==> config.mk <==
export PLATFORM = sky130hd
export DESIGN_NAME = imu_rot_mac
export DESIGN_NICKNAME = d
export VERILOG_FILES = /design/src/imu_rot_mac.sv
export SDC_FILE = /design/constraint.sdc
export NUM_CORES = 2
export LEC_CHECK = 0
export BUFFER_PORTS_ARGS = -buffer_cell sky130_fd_sc_hd__buf_2
export CAP_MARGIN = 0
export CORE_MARGIN = 3
export CORE_UTILIZATION = 65
export CTS_CLUSTER_SIZE = 20
export DETAILED_ROUTE_END_ITERATION = 16
export HOLD_SLACK_MARGIN = 0.08
export PLACE_DENSITY_LB_ADDON = 0.25
export REMOVE_ABC_BUFFERS = 1
export SKIP_LAST_GASP = 1
export SLEW_MARGIN = 20
export SYNTH_ARGS = -nofsm -noshare
export SYNTH_HDL_FRONTEND = slang
export SYNTH_SLANG_ARGS = --single-unit
export TNS_END_PERCENT = 1
==> constraint.sdc <==
create_clock -name clk -period 9.75 [get_ports clk]
set_input_delay 1.4625 -clock clk [delete_from_list [all_inputs] [get_ports clk]]
set_output_delay 1.4625 -clock clk [all_outputs]
set_load 0.05 [all_outputs]
==> src/imu_rot_mac.sv <==
`timescale 1ns / 1ps
// Shared multiply-accumulate: one signed 40x33 product per cycle while enabled.
module imu_rot_mac (
    input  logic                clk,
    input  logic                rst_n,
    input  logic                clear,
    input  logic                enable,
    input  logic                negate,
    input  logic signed [39:0]  op_a,
    input  logic signed [32:0]  op_b,
    output logic signed [95:0]  acc
);
    logic signed [95:0] acc_reg;
    logic signed [95:0] acc_next;
    logic signed [72:0] prod;

    always_comb
    begin
        prod = op_a * op_b;
        acc_next = acc_reg;
        if (clear)
        begin
            acc_next = '0;
        end
        else if (enable)
        begin
            if (negate)
            begin
                acc_next = acc_reg - 96'(prod);
            end
            else
            begin
                acc_next = acc_reg + 96'(prod);
            end
        end
    end

    always_ff @(posedge clk or negedge rst_n)
    begin
        if (!rst_n)
        begin
            acc_reg <= '0;
        end
        else
        begin
            acc_reg <= acc_next;
        end
    end

    assign acc = acc_reg;
endmodule

* Word level (Yosys, flattened, before mapping) *
Cells that the tools add are included.

cells by class
  add/subtract/negate cells = 2
  reduce and logical (&&, ||, !) cells = 1
  multipliers = 1
  muxes and demuxes = 3

operator list
  operator                                        count
  96-bit two-way mux                              3
  96-bit by 73-bit adder with 96-bit output       1
  96-bit by 73-bit subtractor with 96-bit output  1
  40-bit by 33-bit multiplier with 73-bit output  1
  2-bit nonzero test                              1

word-level totals
  register bits = 96
  output and inout bits = 96
  word-level logic and storage cells = 8

* Logic depth before layout (Yosys ltp) *
  depth in word-level cells = 5
  gate-level depth with buffers = 49
  gate-level depth less buffers = 45

* Least setup slack after synthesis *
Ideal clock, no wire load.

  kind = in2reg
  start = input op_b[0]
  end = register acc_reg[94], in the netlist acc[94]
  stages = 47
  library setup time = 0.087 ns
  arrival = 12.356 ns
  slack = -2.693 ns
  required time = 9.663 ns
  cell sequence = clkbuf_1 -> clkbuf_1 -> and2_1 -> fa_1 -> inv_1 -> fa_1 -> inv_1 -> fa_1 -> fa_1 -> inv_1 -> fa_1 -> inv_1 -> fa_1 -> inv_1 -> fa_1 -> inv_1 -> fa_1 -> ha_1 -> [11 not listed] -> a21oi_1 -> buf_2 -> mux2i_1 -> ha_1 -> clkbuf_1 -> nand2_1 -> o21ai_0 -> a221oi_1 -> nor2b_1 -> o21ai_0 -> nand2b_1 -> a21boi_0 -> o21ai_0 -> a21o_1 -> a21oi_1 -> o41ai_1 -> a311o_1 -> o211ai_1

between the ends
  longest elaborated chain between the ends = 5

ends and longest elaborated chain
  item                                                                                                                line    RTL
  start, declared                                                                                                     10      input logic signed [32:0] op_b,
  40-bit by 33-bit multiplier with 73-bit output *                                                                    19      prod = op_a * op_b;
  96-bit by 73-bit adder with 96-bit output / 96-bit by 73-bit subtractor with 96-bit output (equally long branches)  33, 29
  96-bit two-way mux *                                                                                                27      if (negate)
  96-bit two-way mux *                                                                                                25      else if (enable)
  96-bit two-way mux *                                                                                                21      if (clear)
  end signal, assigned                                                                                                46      acc_reg <= acc_next;
  end, declared                                                                                                       13      logic signed [95:0] acc_reg;

Every way passes the cells marked *; elsewhere a longest branch is shown, timed or not. The select of a mux whose other input is x is not followed.
A chain may end at the register's enable or synchronous reset.

* Worst setup path in the final report *
  start = input op_a[17]
  end = register acc_reg[78], in the netlist acc[78]

between the ends
  longest elaborated chain between the ends = 5

ends and longest elaborated chain
  item                                                                                                                line    RTL
  start, declared                                                                                                     9       input logic signed [39:0] op_a,
  40-bit by 33-bit multiplier with 73-bit output *                                                                    19
  96-bit by 73-bit adder with 96-bit output / 96-bit by 73-bit subtractor with 96-bit output (equally long branches)  33, 29
  96-bit two-way mux *                                                                                                27
  96-bit two-way mux *                                                                                                25
  96-bit two-way mux *                                                                                                21

Marked as above.

==> qor.yml <==
logic_synthesis:
  netlist_area_sq_mm: 0.0578
  synth-seq-cells: 96
  synth.lib_cells_used.distinct: 96
  synthesis.area_per_instance_sq_um: 8.67
  post_synth_inst_count: 6665
  synth_area_leader_cell: "fa_1"
  synth.yosys.warnings: 0
  postSynth.asyncResetShare: 1.00
  synth_top_cell_area_share: 0.472
  synth-edff-count: 0
  synth_sequential_area_ratio: 0.0416
  most_area_consuming_cells_after_synthesis: "fa_1 47%, inv_1 9.0%, ha_1 7.1%"
  prevailing_post_synth_register_cell: "dfrtp_1"
place:
  hpwl_microns: 149000
  place_ws_ns: -3.44
  gp_congestion: 0.959
  post-place-cells: 8766
  port_buffers: 173
global_route:
  global_route.overflow_total: 0
  vias_in_the_first_global_route: 54800
  grt_antenna_before_repair: 5
  groute.usage.overall: 0.378
  global_route_wire_length_before_repair_microns: 281000
  grt_start_max_net_pins: 78
clock_tree:
  numClockSinks: 96
  tritoncts: "done"
  htree_num_levels: 3
  clockBufferDepth: 2
  clk_pin_slew_worst_paths_ns: 0.08
  root_buffer: "clkbuf_16"
  clk_latency_ns: 0.38
  holdBufCountCts: 0
  cts-buffers-inserted: 9
timing:
  worst_pin_slew_ns: 0.953
  relSlewSlack: 0.365
  worst_slack_ns: -2.58
  slew_viol_final: 0
  setup_viol: 77
  timing.final.hold_violations: 0
  final.setup_skew_ns: 0.0172
  finalWorstPathRequiredPeriod_ns: 12.33
  timing.final.crit_share: 1.27
  final.hold.worst_slack_ns: 0.552
  fmax_mhz: 81.1
  setup_repair_after_global_routing_missed_its_margin: "true"
worst_setup_path:
  critical_path.most_common_cell: "fa_1"
  setup.worst_path.class: "in2reg"
  critical-path-slowest-cell: "fa_1"
  critical_path.n_buffers_inverters: 8
  worst_setup_path_end_kind: "flop"
  worst_path_dominant_cell_family: "adder cells"
  arr_time_crit_path_ns: 12.60
  critical-path-max-stage-delay_ns: 0.61
  crit_fanout: 13
  worst_setup_path_start_kind: "input pin"
  crit_required_ns: 10.02
routing:
  avgRoutedWirePerCell_microns: 19.4
  remaining_antenna_violation_count: 0
  vias: 50500
  drt_iter0_drc: 3898
  drt_pre_antenna_iters: 6
  finalWirelength_microns: 171000
  post-route-drc-count: 0
  detail_route.vias_per_cell: 5.73
outcome:
  run_status: "finished, violations left"
  failed_checks: "negative setup slack"
finish:
  layout.cells.non_filler: 8809
  final_net_count: 9415
  largest_reg_flops: 96
  fraction_of_the_core_area_covered_by_cells_at_the_end_of_the_flow: 0.787
  areaGrowthSynthToFinish_pct: 19.0
  share_of_final_layout_standard_cells_stronger_than_drive_strength_1: 0.194
floorplan:
  fp-row-count: 108
  fp.dieH_microns: 304
  boundaryPins: 174
  die-area_sq_mm: 0.0925
  die_width_microns: 304
  core_region_area_sq_mm: 0.0874
  starting_density_of_the_core: 0.661
worst_hold_path:
  hold_path.class: "reg2reg"
job:
  max_cap_viol_count: 0
==> cell usage in the layout, fill, tap and decap left out, types with 35 or more instances in the layout <==
cell type and count:
ha_1 321, o21ai_0 100, buf_2 138, xor2_1 49, nor2_1 265, nand2_1 1049, inv_1 1391, a31oi_1 35
dfrtp_1 96, nand4_1 43, fa_1 1358, buf_4 1159, nand3_1 39, xnor2_1 159, mux2i_1 81, a21oi_1 234
a21o_1 113, nor3_1 38, and2_1 402
==> cell usage after synthesis (12+ instances only) <==
library cell / instances
a211o_1: 12
a21o_1: 113
o21ai_0: 114
nand2b_1: 27
xnor2_1: 162
o31ai_1: 17
mux2i_1: 81
buf_2: 12
o21a_1: 23
xor2_1: 49
dfrtp_1: 96
a21oi_1: 257
nor4_1: 21
nand2_1: 1050
nor3_1: 44
ha_1: 327
a31oi_1: 35
o2111ai_1: 14
a21boi_0: 13
inv_1: 1391
fa_1: 1363
and3_1: 35
o21bai_1: 30
o211ai_1: 18
nor2_1: 271
nor2b_1: 30
nand4_1: 43
nand3_1: 40
a211oi_1: 25
clkbuf_1: 343
and2_1: 406
or3_1: 26
==> metrics by stage <==
stage | TNS [ns] | instance area [sq um]
2_1_floorplan | -99.31 | 56400
3_3_place_gp | -161.72 | 67500
3_5_place_dp | -177.52 | 67500
4_1_cts | -130.42 | 68400
5_1_grt | -166.61 | 68800
6_report | -133.36 | 68800
==> path summary, 6_finish.rpt <==
path                            cells past startpoint     start      end  slack, ns
worst min-delay path                                2   acc[88]  acc[88]       0.55
min in group asynchronous                           1     rst_n  acc[85]       1.13
worst max register to register                     21    acc[0]  acc[88]       5.39
worst max-delay path                               45  op_a[17]  acc[78]      -2.58
max in group asynchronous                           2     rst_n  acc[91]       7.42
worst min register to register                      2   acc[88]  acc[88]       0.55
==> worst min-delay path: stages, from the launching register on <==
cell	delay, ns
dfrtp_1	0.39
nand2_1	0.06
nand3_1	0.08
==> timing repair <==
item                                    4_1_cts  5_1_grt
endpoints found under the setup margin       77       79
endpoints found under the hold margin         0        0
buffers inserted                             14       11
pin swaps                                    27       40
gates resized for setup                      99       75
==> final cells by class <==
type | instances | area [sq um]
Sequential cell | 96 | 2400
Timing Repair Buffer | 1334 | 10000
Inverter | 1392 | 5230
Clock inverter | 6 | 138
Multi-Input combinational cell | 4814 | 49300
Antenna cell | 2 | 5.00
Fill cell | 5890 | 18600
Tap cell | 1155 | 1450
Clock buffer | 10 | 239
==> cells by family after synthesis <==
group | count (synthesis) | synth area share
simple gates | 2050 | 0.166
buf+inv | 1755 | 0.114
fa+ha+maj | 1690 | 0.543
compound gates | 778 | 0.0886
xor+xnor | 211 | 0.0320
flops | 96 | 0.0416
mux | 85 | 0.0149
==> per-layer routing <==
layer,GRT usage,up-vias,share of wire
met4,0.158,6,0.051
met3,0.0626,617,0.083
met1,0.483,25300,0.37
li1,-,22200,-
met2,0.643,2389,0.49
met5,0,-,0.00030
Power is left out: the tool's default activity adds up to more than one toggle a clock period on the data nets, which glitch-free logic cannot reach.
